===== config.mk =====
export PLATFORM = sky130hd
export DESIGN_NAME = dosc_ctrl
export DESIGN_NICKNAME = d
export VERILOG_FILES = /design/src/rtl/dosc_pkg.sv /design/src/rtl/dosc_ctrl.sv
export SDC_FILE = /design/constraint.sdc
export NUM_CORES = 1
export LEC_CHECK = 0
export BUFFER_PORTS_ARGS = -buffer_cell sky130_fd_sc_hd__buf_2
export CORE_MARGIN = 8
export CORE_UTILIZATION = 48
export DETAILED_ROUTE_END_ITERATION = 12
export GPL_TIMING_DRIVEN = 0
export PLACE_DENSITY = 0.85
export SYNTH_ARGS = -nofsm -noshare
export SYNTH_HDL_FRONTEND = slang
export SYNTH_SLANG_ARGS = --single-unit

===== constraint.sdc =====
create_clock -name aclk -period 1.6 [get_ports aclk]
set_input_delay 0.32 -clock aclk [delete_from_list [all_inputs] [get_ports aclk]]
set_output_delay 0.32 -clock aclk [all_outputs]
set_load 0.05 [all_outputs]

===== src/rtl/dosc_pkg.sv =====
// Shared types and constants for the damped oscillator scan block.
// Used by the controller, the datapath and the top level.
package dosc_pkg;

    localparam int unsigned WordW  = 32;
    localparam int unsigned OpW    = 33;
    localparam int unsigned ProdW  = 2 * OpW;
    localparam int unsigned DivW   = 49;
    localparam int unsigned InvW   = 17;
    localparam int unsigned CoefW  = 31;
    localparam int unsigned DivCnt = DivW;
    localparam int unsigned AddrW  = 4;

    localparam logic [AddrW-1:0] AddrStiffness = 4'h0;
    localparam logic [AddrW-1:0] AddrDamping   = 4'h4;
    localparam logic [AddrW-1:0] AddrTimeStep  = 4'h8;

    typedef enum logic [11:0] {
        ST_IDLE     = 12'b0000_0000_0001,
        ST_SG_MUL   = 12'b0000_0000_0010,
        ST_SG_WB    = 12'b0000_0000_0100,
        ST_DIV      = 12'b0000_0000_1000,
        ST_SINV_MUL = 12'b0000_0001_0000,
        ST_SINV_WB  = 12'b0000_0010_0000,
        ST_S2_MUL   = 12'b0000_0100_0000,
        ST_S2_WB    = 12'b0000_1000_0000,
        ST_C_MUL    = 12'b0001_0000_0000,
        ST_C_WB     = 12'b0010_0000_0000,
        ST_MAC      = 12'b0100_0000_0000,
        ST_DONE     = 12'b1000_0000_0000
    } dosc_state_t;

    typedef struct packed {
        dosc_state_t op;
        logic        load;
        logic        start;
        logic        mac_issue;
        logic [1:0]  mac_idx;
        logic        mac_acc;
    } dosc_cmd_t;

    typedef struct packed {
        logic out_free;
    } dosc_status_t;

endpackage


===== src/rtl/dosc_ctrl.sv =====
// Controller state machine of the damped oscillator scan block.
// Depends on dosc_pkg; drives the datapath through dosc_cmd_t.
module dosc_ctrl import dosc_pkg::*; (
    input  logic         aclk,
    input  logic         aresetn,
    input  logic         cfg_write,
    input  logic         s_valid,
    output logic         s_ready,
    input  logic         s_sequence_start,
    input  dosc_status_t status,
    output dosc_cmd_t    cmd
);

    dosc_state_t state_reg, state_next;
    logic [5:0]  div_cnt_reg, div_cnt_next;
    logic [2:0]  mac_cnt_reg, mac_cnt_next;
    logic        coef_valid_reg, coef_valid_next;
    logic        accept;

    assign s_ready = (state_reg == ST_IDLE);
    assign accept  = s_valid && s_ready;

    always_comb begin
        state_next      = state_reg;
        div_cnt_next    = div_cnt_reg;
        mac_cnt_next    = mac_cnt_reg;
        coef_valid_next = coef_valid_reg;
        cmd.op          = state_reg;
        cmd.load        = accept;
        cmd.start       = s_sequence_start;
        cmd.mac_issue   = (state_reg == ST_MAC) && (mac_cnt_reg != 3'd4);
        cmd.mac_idx     = mac_cnt_reg[1:0];
        cmd.mac_acc     = (state_reg == ST_MAC) && (mac_cnt_reg != 3'd0);
        if (cfg_write) begin
            coef_valid_next = 1'b0;
        end
        unique case (state_reg)
            ST_IDLE: begin
                mac_cnt_next = 3'd0;
                if (accept) begin
                    state_next = (coef_valid_reg && !cfg_write) ? ST_MAC : ST_SG_MUL;
                end
            end
            ST_SG_MUL:   state_next = ST_SG_WB;
            ST_SG_WB: begin
                div_cnt_next = 6'd0;
                state_next   = ST_DIV;
            end
            ST_DIV: begin
                div_cnt_next = div_cnt_reg + 6'd1;
                if (div_cnt_reg == 6'(DivCnt - 1)) begin
                    state_next = ST_SINV_MUL;
                end
            end
            ST_SINV_MUL: state_next = ST_SINV_WB;
            ST_SINV_WB:  state_next = ST_S2_MUL;
            ST_S2_MUL:   state_next = ST_S2_WB;
            ST_S2_WB:    state_next = ST_C_MUL;
            ST_C_MUL:    state_next = ST_C_WB;
            ST_C_WB: begin
                coef_valid_next = 1'b1;
                state_next      = ST_MAC;
            end
            ST_MAC: begin
                mac_cnt_next = mac_cnt_reg + 3'd1;
                if (mac_cnt_reg == 3'd4) begin
                    state_next = ST_DONE;
                end
            end
            ST_DONE: begin
                if (status.out_free) begin
                    state_next = ST_IDLE;
                end
            end
            default: state_next = ST_IDLE;
        endcase
    end

    always_ff @(posedge aclk) begin
        if (!aresetn) begin
            state_reg      <= ST_IDLE;
            div_cnt_reg    <= 6'd0;
            mac_cnt_reg    <= 3'd0;
            coef_valid_reg <= 1'b0;
        end else begin
            state_reg      <= state_next;
            div_cnt_reg    <= div_cnt_next;
            mac_cnt_reg    <= mac_cnt_next;
            coef_valid_reg <= coef_valid_next;
        end
    end

endmodule


* Word-level counts from Yosys, hierarchy flattened
Index checks and enable logic that the tools add are counted.
** Storage, ports and cells
- Word-level logic and storage cells :: 45
- Input port bits :: 6
- Output and inout bits :: 19
- Bits in registers :: 22
** Cells by class
- Equal/unequal tests :: 19
- Muxes and demuxes :: 10
- Reduce and logical (&&, ||, !) cells :: 10
- Add/subtract/negate cells :: 2
** Operators by type and width (number)
- $pmux 12 s12 :: 1
- $mux 12 :: 4
- $eq 12x1->1 const B :: 1
- $eq 12x10->1 const B :: 1
- $eq 12x11->1 const B :: 1
- $eq 12x12->1 const B :: 1
- $eq 12x2->1 const B :: 1
- $eq 12x3->1 const B :: 1
- $eq 12x4->1 const B :: 1
- $eq 12x5->1 const B :: 1
- $eq 12x6->1 const B :: 1
- $eq 12x7->1 const B :: 1
- $eq 12x8->1 const B :: 1
- $eq 12x9->1 const B :: 1
- $pmux 6 s2 :: 1
- $mux 11 :: 1
- $add 6x1->6 const B :: 1
- $eq 6x6->1 const B :: 1
- $pmux 3 s2 :: 1
- $reduce_bool 2->1 :: 3
- $logic_and 1x1->1 :: 4
- $ne 2x1->1 const B :: 2
- $ne 2x2->1 const B :: 2
- $reduce_and 4->1 :: 1
- 6 further kinds :: 7

* Logic depth before layout (Yosys ltp)
Gate-level depths: netlist (run 1).
- Word-level depth :: 5
- Gate-level depth with buffers :: 7
- Mapped depth without buffers :: 7

* Worst setup path after synthesis (run 1)
No wires, ideal clock.
- Path kind :: flip-flop to output port
- Start :: register state_reg[10]
- End :: output port cmd[0] in the netlist's numbering
- Arrival time :: 2585 ps
- Data required time :: 1280 ps
- Setup slack :: -1305 ps
- Buffers on the path :: 0
- Stages on the path, launching flop included :: 4
- Path through :: dfxtp_1 -> or3b_4 -> nor4_4 -> a21boi_0
** RTL lines
- start: declaration :: RTL line dosc_ctrl.sv:14 : dosc_state_t state_reg, state_next;
- start signal: assignment :: RTL line dosc_ctrl.sv:86 : state_reg <= state_next;
- end: declaration :: RTL line dosc_ctrl.sv:11 : output dosc_cmd_t cmd

==> impl_metrics.toml, run 1 <==
[route]
ant_nets = 0
drc = 0
drt_iter0_drc = 129
vias = 1479
vias_per_cell = 6.188
routed_wirelength_um = 5168
wl_per_cell_um = 21.62
firstDrtPassIters = 4

[synthesis]
synth.area.top_cells = "dfxtp_1 34%, ha_1 3.9%, nor2b_1 3.9%, nor2_1 3.8%, nor4_4 3.3%"
synth_fp_nets = 160
syn_area_um2 = 1277
ys.flop_type = "dfxtp_1"
yosysTopAreaCell = "dfxtp_1"
syn-instance-count = 150
yosysWarnings = 0
async_flop_share_pct = 0
synth_top_area_share_pct = 34.48
synth_edf_count = 0
synth-seq-area-share_pct = 34.48
ys_types = 42
syn_area_per_cell_um2 = 8.516
ys_ff_latch = 22

[power_and_ir_drop]
total_power_w = 0.001666
p_leak_nw = 0.8578
ir_worst_vdd_mv = 0.8852
power_density_nw_per_um2 = 817.7

[sta]
skew_ns = 0.01372
max_freq_mhz = 448.7
tightest_slew_ns = 0.4845
period_share_pct = 139.3
slew_headroom_pct = 67.70
setup_ws_ns = -0.6284
hold_viol_final = 0
setup_viol_count_final = 23
slew_violations = 0
min_period_ns = 2.228
rsz0062_at_grt = "true"

[placed_design]
port_buffers = 23
gp_congestion = 0.8329
dp_hpwl_um = 2277
dp_cells = 203

[grt]
antenna_found_initial = 0
grt_usage_pct = 17.09
grt_pass1_vias = 1278
overflow = 0
grt_pass1_wl_um = 6134
grt_max_degree = 13

[layout]
fin_nets = 220
area_growth_pct = 59.45
layout_common_cells = "32 x buf_4, 19 x buf_2, 11 x dfxtp_4"
regArea_um2 = 485.5
layoutNonFillerInstCount = 239
drive_gt1_share_pct = 60.29
antennaDiodeCount = 0
largest_register_ffs = 12
multi_input_area_um2 = 994.7
mostFrequentLayoutCell = "buf_4"
fill_cells = 135

[die]
die_h_um = 67.59
dieArea_um2 = 4568
rows = 18
start_util_pct = 51.10
die_w_um = 67.59
ios = 25
core_um2 = 2500

[run]
maxCapViolations = 0

[critical_path]
crit_type = "reg -> out"
cpMaxStageDelayCell = "or3_4"
path_buf_inv = 1
crit_family = "simple AND/OR/NAND/NOR gates"
end_kind = "primary output"
crit_fanout = 4
cp_cell_sequence = "or3_4, nor4_4, a21boi_4, buf_6"
start_kind = "flop"
slowest_delay_ns = 0.41
r2r_cells = 6
cp.required_ns = 1.28
path_depth = 4
cp.arrival_ns = 1.91

[clock_network]
root_buffer = "clkbuf_4"
tritoncts = "built"
hold_buffers = 0
clock_sinks = 22
clk-insertion-delay-late_ns = 0.33
cts-buffers-inserted = 3
h-tree-depth = 1
clock_path_buffers = 2
clkTransAtPathRegs_ns = 0.14

[min_path]
hold_path_class = "in -> reg"
hold_path_depth = 2

[run_status]
status = "complete, but fails checks"
violations = "setup timing"
==> cells in the mapped netlist, drive strengths merged, types with 3 or more instances <==
cell type / n
or2: 3
nor2b: 8
inv: 7
nor3: 8
a21boi: 4
or3b: 3
nand3b: 5
nor4: 8
buf: 6
a21oi: 5
and2: 3
nor3b: 3
dfxtp: 22
or3: 3
nand3: 7
nor2: 13
o21ai: 5
nand2: 10
ha: 4
nand4: 3
==> layout make-up <==
| class | count | share of cell area [%] |
|---|---|---|
| Inverter | 7 | 1.474 |
| Tap cell | 30 | 1.843 |
| Multi-Input combinational cell | 114 | 48.83 |
| Sequential cell | 22 | 23.83 |
| Timing Repair Buffer | 56 | 20.52 |
| Clock buffer | 4 | 1.290 |
| Buffer | 6 | 2.211 |
==> kinds of logic (layout without fill, tap and decap cells) <==
group / Yosys count / after routing / synth area share [%]
compound gates: 23 / 23 / 12.44
simple gates: 82 / 82 / 39.47
flops: 22 / 22 / 34.48
fa+ha+maj: 4 / 4 / 3.918
buf+inv: 14 / 73 / 6.171
xor+xnor: 4 / 4 / 2.743
mux: 1 / 1 / 0.7836
==> repair_timing <==
action | CTS | global route
gates resized for setup | 38 | 33
pin swaps | 13 | 15
setup endpoints to repair | 22 | 25
setup buffers | 21 | 19
==> metal layers <==
metal / vias to the layer above / wire, um / global-route usage (%)
met5: - / 0 / 0
met4: 0 / 134 / 7.572
met3: 15 / 389 / 2.152
met2: 89 / 2611 / 29.11
met1: 720 / 2032 / 20.91
li1: 655 / - / -
==> through the flow <==
stage                     setup WS (ns)  hold WS [ns]  utilization (%)  area [um^2]  setup TNS [ns]
final                           -0.6284        0.3105            81.48         2037          -6.047
after global routing            -0.7068        0.3033            81.48         2037          -7.311
after floorplan                 -0.3506        0.4562                -         1366          -3.071
after CTS                       -0.5680        0.3079            72.42         1810          -4.120
after global placement          -0.4318        0.4739            60.76         1519          -3.885
after detailed placement        -0.4547        0.4754            60.76         1519          -4.358
==> worst paths after layout <==
check,from,slack (ns),to
max,state_reg[6],-0.63,cmd[0]
min,aresetn,0.31,div_cnt_reg[2]
max reg2reg,state_reg[6],-0.29,mac_cnt_reg[2]
min reg2reg,state_reg[9],0.52,state_reg[9]
==> power breakdown <==
group | internal [W] | switching (W)
Combinational | 0.000347 | 0.000449
Clock | 0.0000979 | 0.000188
Sequential | 0.000559 | 0.0000251
Total | 0.00100 | 0.000662
==> worst reg2reg max path, delay by kind of cell, from the launching register on <==
family	cells	cell delay, ns
AND/OR/NAND/NOR	4	1.05
XOR/XNOR	1	0.16
buffers and inverters	1	0.22
flip-flops	1	0.39
No activity file was read; power rests on OpenSTA's default activity.
==> run 2, diff against run 1 <==
==> config.mk (replaced) <==
export PLATFORM = sky130hd
export DESIGN_NAME = dosc_ctrl
export DESIGN_NICKNAME = d
export VERILOG_FILES = /design/src/rtl/dosc_pkg.sv /design/src/rtl/dosc_ctrl.sv
export SDC_FILE = /design/constraint.sdc
export NUM_CORES = 1
export LEC_CHECK = 0
export CORE_MARGIN = 8
export CORE_UTILIZATION = 55
export DETAILED_ROUTE_END_ITERATION = 12
export DONT_BUFFER_PORTS = 1
export GPL_TIMING_DRIVEN = 0
export PLACE_DENSITY = 0.84
export SYNTH_ARGS = -nofsm -noshare
export SYNTH_HDL_FRONTEND = slang
export SYNTH_SLANG_ARGS = --single-unit
==> impl_metrics.toml, run 2 (synthesized netlist as in run 1, its figures left out) <==
[layout]
layout_common_cells = "13 x buf_4, 11 x dfxtp_4, 10 x dfxtp_1"
area_growth_pct = 31.93
mostFrequentLayoutCell = "buf_4"
fin_nets = 178
antennaDiodeCount = 0
largest_register_ffs = 12
drive_gt1_share_pct = 44.31
final_util_pct = 76.19

[route]
drt_iter0_drc = 95
met2_length_um = 2001
top_layer_used = "met4"
firstDrtPassIters = 4
wl_met3_um = 407
vias = 1254
ant_nets = 0
wl_met1_um = 1506
vias_per_cell = 6.431
routed_wirelength_um = 3984
wl_per_cell_um = 20.43
drc = 0

[die]
rows = 17
dieArea_um2 = 4121
core_um2 = 2212
die_h_um = 64.20
die_w_um = 64.20
start_util_pct = 57.75
ios = 25

[critical_path]
crit_fanout = 7
r2r_cells = 7
cp.required_ns = 1.28
start_kind = "flop"
end_kind = "primary output"
path_buf_inv = 0
cp_cell_sequence = "or3_4, nor4_4, a21boi_4"
timing.rr.end = "coef_valid_reg"
crit_family = "simple AND/OR/NAND/NOR gates"
rr_startpoint = "state_reg[0]"
r2r_slack_ns = -0.53
cp.arrival_ns = 2.04
slowest_delay_ns = 0.46
cpMaxStageDelayCell = "a21boi_4"
crit_type = "reg -> out"

[grt]
antenna_found_initial = 0
grt_pass1_vias = 1118
overflow = 0
grt_max_degree = 13
grt_pass1_wl_um = 5347
grt_usage_pct = 15.48

[sta]
hold_viol_final = 0
min_period_ns = 2.364
slew_headroom_pct = 70.55
slew_violations = 0
max_freq_mhz = 423.1
setup_viol_count_final = 24
period_share_pct = 147.7
skew_ns = 0.007473
setup_ws_ns = -0.7635
tightest_slew_ns = 0.4384
rsz0062_at_grt = "true"

[power_and_ir_drop]
ir_worst_vdd_mv = 0.6779
p_leak_nw = 0.6350
total_power_w = 0.001430
power_density_nw_per_um2 = 848.4

[run]
maxCapViolations = 0

[clock_network]
clk-insertion-delay-late_ns = 0.32
h-tree-depth = 1
cts-buffers-inserted = 3
clock_sinks = 22
root_buffer = "clkbuf_4"
clkTransAtPathRegs_ns = 0.13
clock_path_buffers = 2
hold_buffers = 0
tritoncts = "built"

[placed_design]
port_buffers = 0
gp_congestion = 0.8021
dp_hpwl_um = 2169

[min_path]
hold_path_depth = 1
hold_path_class = "in -> reg"
min_from = "aresetn"
hold_end = "div_cnt_reg[2]"

[run_status]
status = "complete, but fails checks"
violations = "setup timing"
run 2: worst max path at each step:
stage / depth (start not counted) / startpoint / slack [ns] / end
2_1_floorplan: 3 / state_reg[2] / -0.35 / cmd[0]
3_5_place_dp: 5 / state_reg[4] / -0.51 / cmd[5]
5_1_grt: 5 / state_reg[11] / -0.85 / cmd[5]
3_3_place_gp: 5 / state_reg[4] / -0.53 / cmd[5]
6_report: 3 / state_reg[3] / -0.76 / cmd[0]
4_1_cts: 4 / state_reg[0] / -0.77 / cmd[0]
run 2: through the flow:
stage               area, um^2  TNS [ns]  std cells  hold slack [ns]  setup WS (ns)
global placement          1401    -5.687        178           0.4806        -0.5340
global route              1685    -11.01        195           0.1359        -0.8475
floorplan                 1366    -3.071        150           0.4562        -0.3506
CTS                       1578    -7.720        190           0.1473        -0.7726
detailed placement        1401    -5.647        178           0.4847        -0.5065
finish                    1685    -9.676        195           0.1471        -0.7635
run 2: per-layer routing:
layer | vias up | track usage (%)
met5 | - | 0
met4 | 0 | 3.270
li1 | 567 | -
met2 | 74 | 25.85
met3 | 8 | 5.923
met1 | 605 | 18.45
run 2: power breakdown:
part / internal, W / switching, W
Clock: 0.0000914 / 0.000177
Sequential: 0.000559 / 0.0000971
Combinational: 0.000201 / 0.000304
Total: 0.000851 / 0.000578
run 2: layout make-up:
| class | instances | area (um^2) |
|---|---|---|
| multi-input combinational | 114 | 938.4 |
| fill | 151 | 526.8 |
| sequential | 22 | 483.0 |
| timing repair buffer | 13 | 108.9 |
| buffer | 7 | 63.81 |
| tap | 28 | 35.03 |
| inverter | 7 | 30.03 |
| clock buffer | 3 | 22.52 |
| clock inverter | 1 | 3.754 |
run 2: timing repair:
action | 4_1_cts | 5_1_grt
resized for setup | 24 | 18
gates cloned | 0 | 0
buffers inserted | 8 | 7
setup endpoints to repair | 22 | 24
pin swaps | 10 | 12
==> run 3, diff against run 2 <==
--- a/config.mk
+++ b/config.mk
@@ -11,6 +11,7 @@
 export DONT_BUFFER_PORTS = 1
 export GPL_TIMING_DRIVEN = 0
 export PLACE_DENSITY = 0.84
+export REMOVE_ABC_BUFFERS = 1
 export SYNTH_ARGS = -nofsm -noshare
 export SYNTH_HDL_FRONTEND = slang
 export SYNTH_SLANG_ARGS = --single-unit
==> impl_metrics.toml, run 3 (synthesized netlist as in run 1, its figures left out) <==
[placed_design]
dp_slack_ns = -1.266
placed_area_um2 = 1260
dp_hpwl_um = 2060
gp_congestion = 0.8408
port_buffers = 0

[route]
vias_per_cell = 6.341
ant_nets = 0
drt_iter0_drc = 53
drc = 0
firstDrtPassIters = 4
wl_per_cell_um = 18.50
vias = 1173
routed_wirelength_um = 3423

[power_and_ir_drop]
power_density_nw_per_um2 = 868.9
p_leak_nw = 0.5700
ir_worst_vdd_mv = 0.6174

[clock_network]
tritoncts = "built"
clkTransAtPathRegs_ns = 0.12
cts-buffers-inserted = 3
root_buffer = "clkbuf_4"
clock_sinks = 22
clock_path_buffers = 2
h-tree-depth = 1
clk-insertion-delay-late_ns = 0.31

[die]
start_util_pct = 57.75
die_w_um = 64.20
die_h_um = 64.20
ios = 25
core_um2 = 2212
dieArea_um2 = 4121
rows = 17

[grt]
met2_usage_pct = 29.49
use_met3_pct = 4.007
antenna_found_initial = 0
grt_pass1_vias = 1153
grt_busiest_layer = "met2"
grt_usage_pct = 16.07
overflow = 0
grt_max_degree = 15
grt_pass1_wl_um = 5485
use_met1_pct = 17.19

[critical_path]
timing.rr.end = "state_reg[9]"
cpMaxStageDelayCell = "dfxtp_4"
crit_type = "reg -> out"
rr_startpoint = "state_reg[10]"
crit_fanout = 7
cp.required_ns = 1.28
cp.arrival_ns = 2.12
r2r_cells = 5
cp_cell_sequence = "or3b_4, nor4_4, a21boi_4"
start_kind = "flop"
r2r_slack_ns = -0.37
slowest_delay_ns = 0.51
end_kind = "primary output"

[sta]
min_period_ns = 2.443
max_freq_mhz = 409.3
slew_violations = 0
hold_viol_final = 0
rsz0062_at_grt = "true"
slew_headroom_pct = 67.93
setup_viol_count_final = 23
period_share_pct = 152.7
tightest_slew_ns = 0.4761
setup_ws_ns = -0.8434
skew_ns = 0.005331

[layout]
mostFrequentLayoutCell = "dfxtp_4"
fin_nets = 168
largest_register_ffs = 12
antennaDiodeCount = 0
stdcell_area_um2 = 1610
layout_common_cells = "12 x dfxtp_4, 8 x nor2_1, 8 x dfxtp_1, 8 x buf_4, 7 x nor2b_1"
area_growth_pct = 26.05
drive_gt1_share_pct = 43.95

[run_status]
violations = "setup timing"
status = "complete, but fails checks"

[min_path]
hold_end = "state_reg[10]"
hold_path_class = "in -> reg"
min_from = "aresetn"
hold_path_depth = 1

[run]
maxCapViolations = 0
[run 3: final cells by class]
type / instances / area [um^2]
multi-input combinational: 114 / 938.4
fill: 142 / 601.8
sequential: 22 / 488.0
timing repair buffer: 10 / 82.58
clock buffer: 4 / 36.28
tap: 28 / 35.03
inverter: 7 / 30.03
[run 3: repair_timing]
action,CTS,global route
endpoints found under the hold margin,0,0
gates resized for setup,62,11
pin swaps,19,14
gates cloned,0,0
setup endpoints to repair,26,25
hold buffers,0,0
setup buffers,9,1
[run 3: worst max path at each step]
stage               slack [ns]      to           from  depth (start not counted)
floorplan                -1.31  cmd[0]  state_reg[10]                          3
global placement         -1.48  cmd[0]   state_reg[1]                          3
detailed placement       -1.27  cmd[5]   state_reg[8]                          4
CTS                      -0.80  cmd[0]  state_reg[10]                          3
global route             -0.91  cmd[0]   state_reg[0]                          3
finish                   -0.84  cmd[0]  state_reg[10]                          3
[run 3: routing by layer]
layer	vias to the layer above	share of wire [%]
met4	0	2.5
met5	-	0
li1	549	-
met1	568	39
met2	46	53
met3	10	5.7
[run 3: critical path: cells and delay by family (launching register included)]
family             cells  cell delay, ns
DFF                    1            0.51
AOI/OAI and AO/OA      1            0.46
and+or+nand+nor        2            0.84
[run 3: report_power, final]
| group | internal [W] | leakage (nW) | switching, W |
|---|---|---|---|
| clock network | 0.000139 | 0.0210 | 0.000167 |
| registers | 0.000553 | 0.188 | 0.000111 |
| logic | 0.000160 | 0.361 | 0.000269 |
[run 3: stage by stage]
| step | cells | hold slack [ns] | utilization (%) | TNS, ns | total power [W] |
|---|---|---|---|---|---|
| global route | 185 | 0.08688 | 72.79 | -9.511 | 0.001455 |
| detailed placement | 171 | 0.4503 | 56.96 | -16.48 | 0.0009610 |
| finish | 185 | 0.1067 | 72.79 | -7.984 | 0.001399 |
| floorplan | 143 | 0.4375 | - | -10.55 | 0.0009069 |
| global placement | 171 | 0.4403 | 56.96 | -15.24 | 0.0009558 |
| CTS | 184 | 0.1066 | 70.36 | -6.802 | 0.001370 |
